`src/rtl/core/oaht_pkg.sv`:
```
package oaht_pkg;

   typedef enum logic [1:0] {
      FUNC_INSERT = 2'd0,
      FUNC_SEARCH = 2'd1,
      FUNC_REMOVE = 2'd2,
      FUNC_NOP    = 2'd3
   } func_type;

   typedef enum logic [1:0] {
      ST_DONE     = 2'd0,
      ST_NOTFOUND = 2'd1,
      ST_FULL     = 2'd2
   } status_type;

   typedef enum logic [1:0] {
      SLOT_EMPTY   = 2'd0,
      SLOT_FILLED  = 2'd1,
      SLOT_DELETED = 2'd2
   } slot_state_type;

   typedef enum logic [1:0] {
      MODE_LINEAR    = 2'd0,
      MODE_QUADRATIC = 2'd1,
      MODE_DOUBLE    = 2'd2
   } mode_type;

   typedef enum logic [0:0] {
      REG_TABLE_SIZE = 1'd0,
      REG_PROBE_MODE = 1'd1
   } reg_index_type;

   localparam int KEY_W  = 31;
   localparam int DATA_W = 32;
   localparam int SLOT_W = 10;
   localparam int SIZE_W = 11;
   localparam int CSR_W  = 11;

   typedef struct packed {
      logic [1:0]        func;
      logic [KEY_W-1:0]  key;
      logic [DATA_W-1:0] payload;
   } req_type;

   typedef struct packed {
      logic [1:0]        status;
      logic [SLOT_W-1:0] slot;
      logic [DATA_W-1:0] data_out;
   } rsp_type;

   typedef enum logic [1:0] {
      FR_IDLE = 2'd0,
      FR_DIV  = 2'd1,
      FR_PUSH = 2'd2
   } front_state_type;

   typedef enum logic [2:0] {
      BK_IDLE  = 3'd0,
      BK_READ  = 3'd1,
      BK_WAIT  = 3'd2,
      BK_CHECK = 3'd3,
      BK_NEXT  = 3'd4,
      BK_DONE  = 3'd5
   } back_state_type;

endpackage

```
`src/rtl/core/oaht_front.sv`:
```
// Hash front: computes h1 = key mod m and h2 = 1 + key mod (m-1) by restoring
// division, one bit per cycle for both, then queues the job.
module oaht_front #(
   parameter int IDX_W = 10
) (
   input  logic                 clock,
   input  logic                 reset,
   input  logic                 start,
   input  oaht_pkg::req_type    req_data,
   input  logic [IDX_W:0]       m_size,
   input  logic                 q_full,
   output logic                 q_push,
   output logic [IDX_W-1:0]     q_h1,
   output logic [IDX_W-1:0]     q_h2,
   output oaht_pkg::req_type    q_req,
   output logic                 busy
);
   import oaht_pkg::*;

   localparam int CNT_W = $clog2(KEY_W + 1);

   front_state_type state_ff, state_in;
   req_type         req_ff;
   logic [IDX_W:0]  r1_ff, r1_in, r2_ff, r2_in;
   logic [CNT_W-1:0] cnt_ff;
   logic [IDX_W+1:0] t1, t2, d1, d2;
   logic [IDX_W:0]  m1;
   logic            kbit;

   assign m1   = m_size - 1'b1;
   assign kbit = req_ff.key[cnt_ff[$clog2(KEY_W)-1:0]];
   assign t1   = {r1_ff, kbit};
   assign t2   = {r2_ff, kbit};
   assign d1   = t1 - {1'b0, m_size};
   assign d2   = t2 - {1'b0, m1};

   always_comb begin
      r1_in = (t1 >= {1'b0, m_size}) ? d1[IDX_W:0] : t1[IDX_W:0];
      r2_in = (t2 >= {1'b0, m1})     ? d2[IDX_W:0] : t2[IDX_W:0];
   end

   always_comb begin
      state_in = state_ff;
      unique case (state_ff)
         FR_IDLE: if (start) state_in = FR_DIV;
         FR_DIV:  if (cnt_ff == '0) state_in = FR_PUSH;
         FR_PUSH: if (!q_full) state_in = FR_IDLE;
         default: state_in = FR_IDLE;
      endcase
   end

   always_comb begin
      busy   = (state_ff != FR_IDLE);
      q_push = (state_ff == FR_PUSH) && !q_full;
      q_h1   = r1_ff[IDX_W-1:0];
      q_h2   = IDX_W'(r2_ff + 1'b1);
      q_req  = req_ff;
   end

   always_ff @(posedge clock) begin
      if (reset) begin
         state_ff <= FR_IDLE;
      end else begin
         state_ff <= state_in;
      end
      if (state_ff == FR_IDLE && start) begin
         req_ff <= req_data;
         r1_ff  <= '0;
         r2_ff  <= '0;
         cnt_ff <= CNT_W'(KEY_W - 1);
      end else if (state_ff == FR_DIV) begin
         r1_ff  <= r1_in;
         r2_ff  <= r2_in;
         cnt_ff <= cnt_ff - 1'b1;
      end
   end
endmodule

```
`config.mk`:
```
export PLATFORM = sky130hd
export DESIGN_NAME = oaht_front
export DESIGN_NICKNAME = d
export VERILOG_FILES = /design/src/rtl/core/oaht_pkg.sv /design/src/rtl/core/oaht_front.sv
export SDC_FILE = /design/constraint.sdc
export NUM_CORES = 1
export LEC_CHECK = 0
export BUFFER_PORTS_ARGS = -buffer_cell sky130_fd_sc_hd__clkbuf_2
export CAP_MARGIN = 20
export CORE_MARGIN = 8
export CORE_UTILIZATION = 55
export CTS_CLUSTER_SIZE = 20
export DETAILED_ROUTE_END_ITERATION = 8
export GPL_ROUTABILITY_DRIVEN = 0
export PLACE_DENSITY = 0.85
export SLEW_MARGIN = 0
export SYNTH_ARGS = -nofsm -noshare
export SYNTH_HDL_FRONTEND = slang
export SYNTH_SLANG_ARGS = --single-unit
```
`constraint.sdc`:
```
create_clock -name clock -period 8 [get_ports clock]
set_input_delay 1.6 -clock clock [delete_from_list [all_inputs] [get_ports clock]]
set_output_delay 1.6 -clock clock [all_outputs]
set_load 0.005 [all_outputs]
```
==> reports/metrics.cfg, run 1 <==
[grt]
antenna_found_initial = 0
grt_pass1_vias = 4161
globalRouteOverflowTotal = 0
grt_pass1_wl_um = 21900
grt_use_total_pct = 22.0
grt_max_degree = 67

[clocking]
numClockSinks = 94
cts_hold_buf = 0
cts_root_buffer = clkbuf_8
h-tree-depth = 3
clockBufferDepth = 2
cts_tree = done
path_clk_slew_ns = 0.11
cts_resized = 0
cts_setup_buffers = 0
clock_latency_ns = 0.36
cts_buffers = 9

[timing]
maxSlewHeadroom_pct = 36.2
period_share_pct = 56.5
slew_violations = 0
setup_viol = 0
max_freq_ghz = 0.221
period_needed_ns = 4.52
finalHoldViolCount = 0
fin_ws_ns = 3.48
tns_ns = 0
fin_worst_skew_ns = 0.0128
grt_setup_unrepaired = no
holdWs_ns = 0.492
worst_pin_slew_ns = 0.956

[worst_setup_path]
worst-path-buf-inv = 0
start_kind = register
required_ns = 8.31
end_kind = register
cp_top_family = compound AO/OA/AOI/OAI gates
cp.arrival_ns = 4.83
cp_slowest_stage_delay_ns = 0.96
crit_chain = mux2i_1 > and3_1 > a2111oi_2 > a31oi_1 > o211a_1 > ha_1 > fa_1 > nor2b_1 > o31a_1 > o21ai_1 > o21ai_1 > mux2i_1 > o2bb2ai_1
cpMaxStageDelayCell = dfxtp_1
worstPathMaxFanout = 19
crit_type = register to register

[yosys]
ys_ff_latch = 94
netlist_area_um2 = 4970
synth_ff_type = edfxtp_1
synthMuxAreaShare_pct = 4.28
yosysTopAreaCellShare_pct = 39.3
synthXorXnorAreaFrac_pct = 5.29
yosys.area.top_type = edfxtp_1
synth_fa_ha_area_share_pct = 7.10
yosys_warnings = 0
synth_top_family_by_area = compound AO/OA/AOI/OAI gates
synth_edf_count = 65
synth_most_common_cell = edfxtp_1
synthesis.instances = 459
synth_area_leaders = edfxtp_1 39%, dfxtp_1 12%, ha_1 6.3%
async_reset_ff_share_pct = 0
synthSimpleGateAreaFrac_pct = 13.3
yosys-top-cells-count = 65 x edfxtp_1, 33 x nand2_1, 29 x dfxtp_1, 29 x o21ai_0, 26 x xnor2_1
synth_compound_area_share_pct = 14.1
synth_seq_area_share_pct = 51.0
synth_area_per_cell_um2 = 10.8
ys_types = 51
syn-num-nets = 566

[floorplan]
core_um2 = 8760
fp.dieArea_um2 = 12300
die_y_um = 111
pin_count = 167
dieWidth_um = 111
num_rows = 34
initial_core_util_pct = 56.7

[detailed_routing]
routed_via_density = 5.77
dr.pass1.iters = 5
wl_per_cell_um = 19.3
wl_um = 13900
ant_nets = 0
vias = 4169
drtIter0Drc = 280
drc = 0

[placement]
post-dp-hpwl_um = 10900
pre_cts_slack_ns = 3.31
numPortBuffers = 166

[run]
cap_violations = 0

[power_and_ir_drop]
p_per_area_nw_per_um2 = 259
peakVddDrop_mv = 0.180
p_leak_uw = 0.00267

[cells_and_area]
layout.nets = 717
drive_gt1_share_pct = 30.7
post-route-util_pct = 68.2
syn_to_final_growth_pct = 20.2
num_antenna_cells = 0

[min_path]
hold_class = register to register

[outcome]
status = finished, final reports clean

## worst register-to-register path, stage by stage, from the launching register on
cell and delay, ns:
dfxtp_1 0.96, mux2i_1 0.20, and3_1 0.24, a2111oi_2 0.33, a31oi_1 0.09, o211a_1 0.30
ha_1 0.25, fa_1 0.43, nor2b_1 0.19, o31a_1 0.20, o21ai_1 0.18, o21ai_1 0.70
mux2i_1 0.29, o2bb2ai_1 0.12
## metal layers
layer	up-vias	share of wire (%)	global-route usage (%)
li1	2002	-	-
met1	1952	36	22.6
met2	201	50	38.5
met3	14	13	11.7
met4	0	1.1	5.24
met5	-	0	0
## worst paths after layout
check	startpoint	slack [ns]	depth (start not counted)	to
max	cnt_ff[2]	3.48	13	r2_ff[1]
max reg2reg	cnt_ff[2]	3.48	13	r2_ff[1]
min reg2reg	r1_ff[10]	0.49	2	r1_ff[10]
min	r1_ff[10]	0.49	2	r1_ff[10]
## cell usage in the layout, fill, tap and decap left out, types with 3 or more instances in the layout
| cell | n |
|---|---|
| clkbuf_2 | 166 |
| xnor2_1 | 26 |
| ha_1 | 25 |
| mux2i_1 | 19 |
| a21oi_1 | 19 |
| a21o_1 | 3 |
| or3_1 | 3 |
| o21ai_0 | 29 |
| dfxtp_1 | 29 |
| nand3b_1 | 6 |
| a22o_1 | 3 |
| o21a_1 | 4 |
| o31ai_1 | 6 |
| a2111oi_0 | 3 |
| nand2_1 | 33 |
| nor2b_1 | 8 |
| nand2b_1 | 4 |
| inv_1 | 21 |
| nand4_1 | 4 |
| o21ai_1 | 4 |
| and3_1 | 9 |
| nand3_1 | 16 |
| o211ai_1 | 5 |
| edfxtp_1 | 65 |
| clkbuf_8 | 9 |
| nor3_1 | 17 |
| nor2_1 | 22 |
| a31oi_1 | 13 |
| xor2_1 | 4 |
| o31a_1 | 3 |
## flip-flops by register name (all words and copies together) (netlist names)
register  cells
q_req        65
cnt_ff        5
r1_ff        11
state_ff      2
r2_ff        11
## cell type report
cell class	count	area [µm²]
flip-flops and latches	94	2530
multi-input cells	315	2190
inverters	22	82.6
fillers	700	2790
clock inverters	7	62.6
well taps	108	135
clock buffers	9	124
repair buffers	168	846
## stage by stage
step           instances  instance area, µm²  total power, µW
6_report             723                5970             1550
5_1_grt              723                5970             1650
4_1_cts              723                5970             1550
3_5_place_dp         707                5790             1240
3_3_place_gp         707                5790             1220
2_1_floorplan        459                4970             1090
## power breakdown
group | switching, µW | internal [µW] | total (µW)
registers | 74.8 | 582 | 657
clock network | 186 | 120 | 306
logic | 327 | 260 | 587
total | 587 | 962 | 1550
## cells by family after synthesis
| family | after synthesis |
|---|---|
| AOI/OAI and AO/OA | 107 |
| buffers and inverters | 50 |
| xor gates and xnor gates | 30 |
| muxes | 20 |
| and+or+nand+nor | 131 |
| adders and majority gates | 27 |
| DFF | 94 |
No activity file was read; power rests on OpenSTA's default activity.
==> run 2, diff against run 1 <==
Settings changed: CORE_UTILIZATION 55 to 51, PLACE_DENSITY 0.85 to 0.8.
Clock period 8 ns to 4.5 ns, I/O delays scaled along.
==> reports/metrics.cfg, run 2 (synthesis gave the netlist of run 1 again) <==
[outcome]
status = finished, final reports clean

[timing]
tns_ns = 0  ; unchanged
setup_viol = 0  ; unchanged
fin_worst_skew_ns = 0.0124  ; -0.000352 ns
slew_violations = 0  ; unchanged
period_share_pct = 89.0  ; +32 points
period_needed_ns = 4.01  ; -0.518 ns
max_freq_ghz = 0.250  ; +13%
worst_pin_slew_ns = 0.929  ; -0.0277 ns
maxSlewHeadroom_pct = 38.1  ; +1.9 points
finalHoldViolCount = 0  ; unchanged
grt_setup_unrepaired = no
fin_ws_ns = 0.494  ; -2.98 ns

[min_path]
hold_class = register to register

[grt]
grt-busiest-layer = met2
antenna_found_initial = 0  ; unchanged
grt_max_degree = 36  ; -46%
grt_pass1_vias = 4341  ; +4.3%
grt_util_met3_pct = 6.96  ; -4.7 points
grt_pass1_wl_um = 21200  ; -3.5%
grtUsageMet2_pct = 35.8  ; -2.7 points
grt_use_total_pct = 20.3  ; -1.7 points
globalRouteOverflowTotal = 0  ; unchanged
gr-usage-met1_pct = 21.6  ; -0.97 points

[worst_setup_path]
crit_chain = mux2i_1 > and3_1 > a2111oi_2 > a31oi_1 > o211a_1 > ha_1 > fa_1 > nor2b_1 > o31a_1 > o21ai_1 > o21ai_1 > mux2i_1 > o2bb2ai_1
reg2reg_from = cnt_ff[2]
cp_slowest_stage_delay_ns = 0.74  ; -0.22 ns
start_kind = register
cp.arrival_ns = 4.30  ; -0.53 ns
cp-endpoint = r2_ff[1]
reg2reg_depth = 13  ; unchanged
end_kind = register
r2r_slack_ns = 0.49  ; -2.98 ns
required_ns = 4.80  ; -3.51 ns
crit_path_start = cnt_ff[2]
crit_type = register to register
worstPathMaxFanout = 11  ; -8
r2r_end = r2_ff[1]
cpMaxStageDelayCell = o21ai_1

[placement]
pre_cts_slack_ns = 0.389  ; -2.92 ns
numPortBuffers = 166  ; unchanged
post-dp-hpwl_um = 10300  ; -5.3%

[cells_and_area]
multi_input_area_um2 = 2190  ; +0.11%
final_cell_mix = 166 x clkbuf_2, 65 x edfxtp_1, 33 x nand2_1
drive_gt1_share_pct = 31.3  ; +0.61 points
largest_reg_flops = 65  ; unchanged
num_antenna_cells = 0  ; unchanged
fill_cells = 825  ; +18%
layout.nets = 721  ; +0.56%
syn_to_final_growth_pct = 21.6
ff_latch_area_um2 = 2530  ; unchanged
final_common_cell = clkbuf_2

[detailed_routing]
wl_per_cell_um = 17.5  ; -9.4%
dr.pass1.iters = 4  ; -1
wl_um = 13100  ; -5.7%
routed_via_density = 5.51  ; -4.4%
vias = 4146  ; -0.55%
ant_nets = 0  ; unchanged
drtIter0Drc = 228  ; -19%
drc = 0  ; unchanged

[clocking]
cts_hold_buf = 0  ; unchanged
cts_buffers = 9  ; unchanged
numClockSinks = 94  ; unchanged
clockBufferDepth = 2  ; unchanged
cts_tree = done
cts_root_buffer = clkbuf_8
path_clk_slew_ns = 0.10  ; about the same
clock_latency_ns = 0.36  ; about the same
h-tree-depth = 3  ; unchanged

[floorplan]
fp.dieArea_um2 = 13200  ; +6.7%
die_y_um = 115  ; +3.3%
initial_core_util_pct = 51.8  ; -4.9 points
dieWidth_um = 115  ; +3.3%
pin_count = 167  ; unchanged
num_rows = 36  ; +5.9%
core_um2 = 9590  ; +9.5%

[run]
cap_violations = 0  ; unchanged

[power_and_ir_drop]
p_per_area_nw_per_um2 = 456  ; +76%
peakVddDrop_mv = 0.243  ; +35%
p_leak_uw = 0.00269  ; +0.81%

-- run 2: cell types whose count changed in the layout (fill, tap and decap cells not counted) --
| cell | before | now |
|---|---|---|
| nor2b_1 | 8 | 7 |
| inv_8 | 2 | 3 |
| nor2b_2 | 1 | 2 |
| buf_4 | 2 | 6 |
| inv_6 | 2 | 1 |
-- run 2: final cells by class --
class                           instances  area share, %
Clock buffer                            9           2.05
Sequential cell                        94           41.9
Inverter                               22           1.37
Tap cell                              133           2.75
Multi-Input combinational cell        315           36.3
Timing Repair Buffer                  172           14.5
Clock inverter                          7           1.08
-- run 2: how the worst min path moves through the flow --
stage | from | endpoint | cells past startpoint
after detailed placement | r1_ff[10] | r1_ff[10] | 2
after floorplan | r1_ff[10] | r1_ff[10] | 2
final | r1_ff[10] | r1_ff[10] | 2
after global placement | r1_ff[10] | r1_ff[10] | 2
after CTS | r1_ff[10] | r1_ff[10] | 2
after global routing | r1_ff[10] | r1_ff[10] | 2
-- run 2: report_power, final --
| part | leakage, µW | internal, µW | switching (µW) |
|---|---|---|---|
| Clock | 0.0000995 | 216 | 331 |
| Combinational | 0.00173 | 465 | 584 |
| Sequential | 0.000860 | 1030 | 127 |
| Total | 0.00269 | 1720 | 1040 |
-- run 2: worst max-delay path: cells and delay by family (launching register included) --
| family | cells | cell delay (ns) |
|---|---|---|
| adders and majority gates | 2 | 0.63 |
| AOI/OAI and AO/OA | 7 | 1.91 |
| DFF | 1 | 0.60 |
| muxes | 2 | 0.42 |
| and+or+nand+nor | 2 | 0.36 |
-- run 2: repair_timing --
item,4_1_cts,5_1_grt
setup endpoints to repair,0,2
resized for setup,0,1
setup buffers,0,0
-- run 2: through the flow --
step | instances | power [µW] | area, µm² | hold slack, ns | util, %
2_1_floorplan | 459 | 1930 | 4970 | 0.434 | -
3_3_place_gp | 736 | 2180 | 5850 | 0.447 | 61.0
3_5_place_dp | 736 | 2220 | 5850 | 0.451 | 61.0
4_1_cts | 752 | 2770 | 6040 | 0.467 | 62.9
5_1_grt | 752 | 2940 | 6040 | 0.493 | 63.0
6_report | 752 | 2760 | 6040 | 0.462 | 63.0
-- run 2: metal layers --
| layer | wire length (µm) | part of all wire (%) | vias to the layer above |
|---|---|---|---|
| li1 | - | - | 2018 |
| met1 | 4910 | 37 | 1975 |
| met2 | 6880 | 52 | 135 |
| met3 | 1160 | 8.8 | 18 |
| met4 | 196 | 1.5 | 0 |
| met5 | 0 | 0 | - |
==> run 3, diff against run 2 <==
Settings changed: CORE_UTILIZATION 51 to 52, CTS_BUF_LIST set to sky130_fd_sc_hd__clkbuf_2, PLACE_DENSITY 0.8 to 0.82.
==> reports/metrics.cfg, run 3 (synthesis gave the netlist of run 1 again) <==
[cells_and_area]
design_area_um2 = 5950  ; -1.5%
syn_to_final_growth_pct = 19.8
post-route-util_pct = 64.4  ; +1.4 points
final_common_cell = clkbuf_2
largest_reg_flops = 65  ; unchanged
final_cell_mix = 175 x clkbuf_2, 65 x edfxtp_1, 33 x nand2_1
num_antenna_cells = 0  ; unchanged
layout.nets = 719  ; -0.28%
fill_cells = 738  ; -11%
drive_gt1_share_pct = 31.3  ; -0.060 points

[clocking]
cts_hold_buf = 0  ; unchanged
cts_setup_buffers = 0  ; unchanged
path_clk_slew_ns = 0.29  ; +0.19 ns
h-tree-depth = 3  ; unchanged
cts_resized = 0  ; unchanged
cts_tree = done
clockBufferDepth = 2  ; unchanged
cts_root_buffer = clkbuf_2
clock_latency_ns = 0.56  ; +0.20 ns
cts_buffers = 9  ; unchanged
numClockSinks = 94  ; unchanged

[worst_setup_path]
cp.arrival_ns = 4.52  ; +0.22 ns
crit_type = register to register
required_ns = 4.98  ; +0.18 ns
worstPathMaxFanout = 13  ; +2
start_kind = register
crit_chain = buf_4 > mux2i_1 > and3_1 > a2111oi_2 > a31oi_1 > o211a_1 > ha_1 > inv_1 > fa_1 > a211oi_2 > o211ai_1 > a31oi_1 > nor2b_2 > nor3_1 > nor3_1
cpMaxStageDelayCell = dfxtp_1
end_kind = register
cp_slowest_stage_delay_ns = 0.60  ; -0.14 ns

[detailed_routing]
wl_met3_um = 1120  ; -3.2%
drtIter0Drc = 255  ; +12%
drc = 0  ; unchanged
wl_um = 12900  ; -1.9%
ant_nets = 0  ; unchanged
dr.pass1.iters = 5  ; +1
dr_wl_met2_um = 6610  ; -3.9%
routed_via_density = 5.47  ; -0.73%
top_layer = met4
wl_met1_um = 4910  ; about the same
wl_per_cell_um = 17.3  ; -1.1%
vias = 4083  ; -1.5%

[power_and_ir_drop]
p_leak_uw = 0.00266  ; -1.4%
p_per_area_nw_per_um2 = 439  ; -3.8%
peakVddDrop_mv = 0.206  ; -15%

[placement]
post-dp-hpwl_um = 10200  ; -0.93%
dpl_cell_area_um2 = 5830  ; -0.34%
numPortBuffers = 166  ; unchanged

[timing]
max_freq_ghz = 0.247  ; -0.89%
maxSlewHeadroom_pct = 40.1  ; +2.0 points
finalHoldViolCount = 0  ; unchanged
worst_pin_slew_ns = 0.898  ; -0.0307 ns
slew_violations = 0  ; unchanged
setup_viol = 0  ; unchanged
fin_worst_skew_ns = 0.0268  ; +0.0144 ns
tns_ns = 0  ; unchanged
grt_setup_unrepaired = no
period_needed_ns = 4.04  ; +0.0361 ns
period_share_pct = 89.8  ; +0.80 points

[run]
cap_violations = 0  ; unchanged

[grt]
grt_pass1_vias = 4092  ; -5.7%
globalRouteOverflowTotal = 0  ; unchanged
grt_max_degree = 53  ; +47%
grt_use_total_pct = 19.4  ; -0.86 points
grt_pass1_wl_um = 20100  ; -4.9%
antenna_found_initial = 0  ; unchanged

[floorplan]
num_rows = 35  ; -2.8%
dieWidth_um = 114  ; -0.83%
pin_count = 167  ; unchanged
core_um2 = 9240  ; -3.7%
fp.dieArea_um2 = 12900  ; -1.6%
die_y_um = 114  ; -0.83%
initial_core_util_pct = 53.8  ; +2.0 points

[outcome]
status = finished, final reports clean

[min_path]
hold_class = input port to register

-- run 3: metrics by stage --
stage / hold slack (ns) / cells / power (µW) / setup slack (ns)
2_1_floorplan: 0.434 / 459 / 1930 / 1.05
3_3_place_gp: 0.446 / 730 / 2170 / 0.518
4_1_cts: 0.435 / 746 / 2610 / 0.275
5_1_grt: 0.426 / 746 / 2800 / 0.186
3_5_place_dp: 0.456 / 730 / 2200 / 0.381
6_report: 0.474 / 746 / 2610 / 0.458
-- run 3: per-layer routing --
metal  track usage (%)  vias up
met4              5.95        0
met1              21.3     1897
met3              7.03       24
met5                 0        -
met2              34.2      151
li1                  -     2011
-- run 3: worst paths after layout --
kind	startpoint	endpoint	slack [ns]	cells after the start
min	reset	state_ff[1]	0.47	2
max reg2reg	cnt_ff[2]	r1_ff[6]	0.46	15
min reg2reg	r1_ff[10]	r1_ff[10]	0.49	2
max	cnt_ff[2]	r1_ff[6]	0.46	15
-- run 3: layout make-up --
class,instances,area [µm²],area share (%)
Inverter,22,82.6,1.39
Clock buffer,9,45.0,0.757
Sequential cell,94,2530,42.6
Timing Repair Buffer,170,861,14.5
Tap cell,129,161,2.71
Clock inverter,7,70.1,1.18
Multi-Input combinational cell,315,2200,36.9
-- run 3: report_power, final --
| group | total, µW | switching (µW) | internal [µW] | leakage [µW] |
|---|---|---|---|---|
| Sequential | 1160 | 123 | 1030 | 0.000860 |
| Combinational | 1040 | 579 | 462 | 0.00173 |
| Clock | 413 | 320 | 93.2 | 0.0000704 |
-- run 3: worst max-delay path, delay by kind of cell, from the launching register on --
kind                       cells  cell delay, ns
DFF                            1            0.60
adders and majority gates      2            0.63
muxes                          1            0.21
buffers and inverters          2            0.35
AOI/OAI and AO/OA              6            1.20
and+or+nand+nor                4            0.99
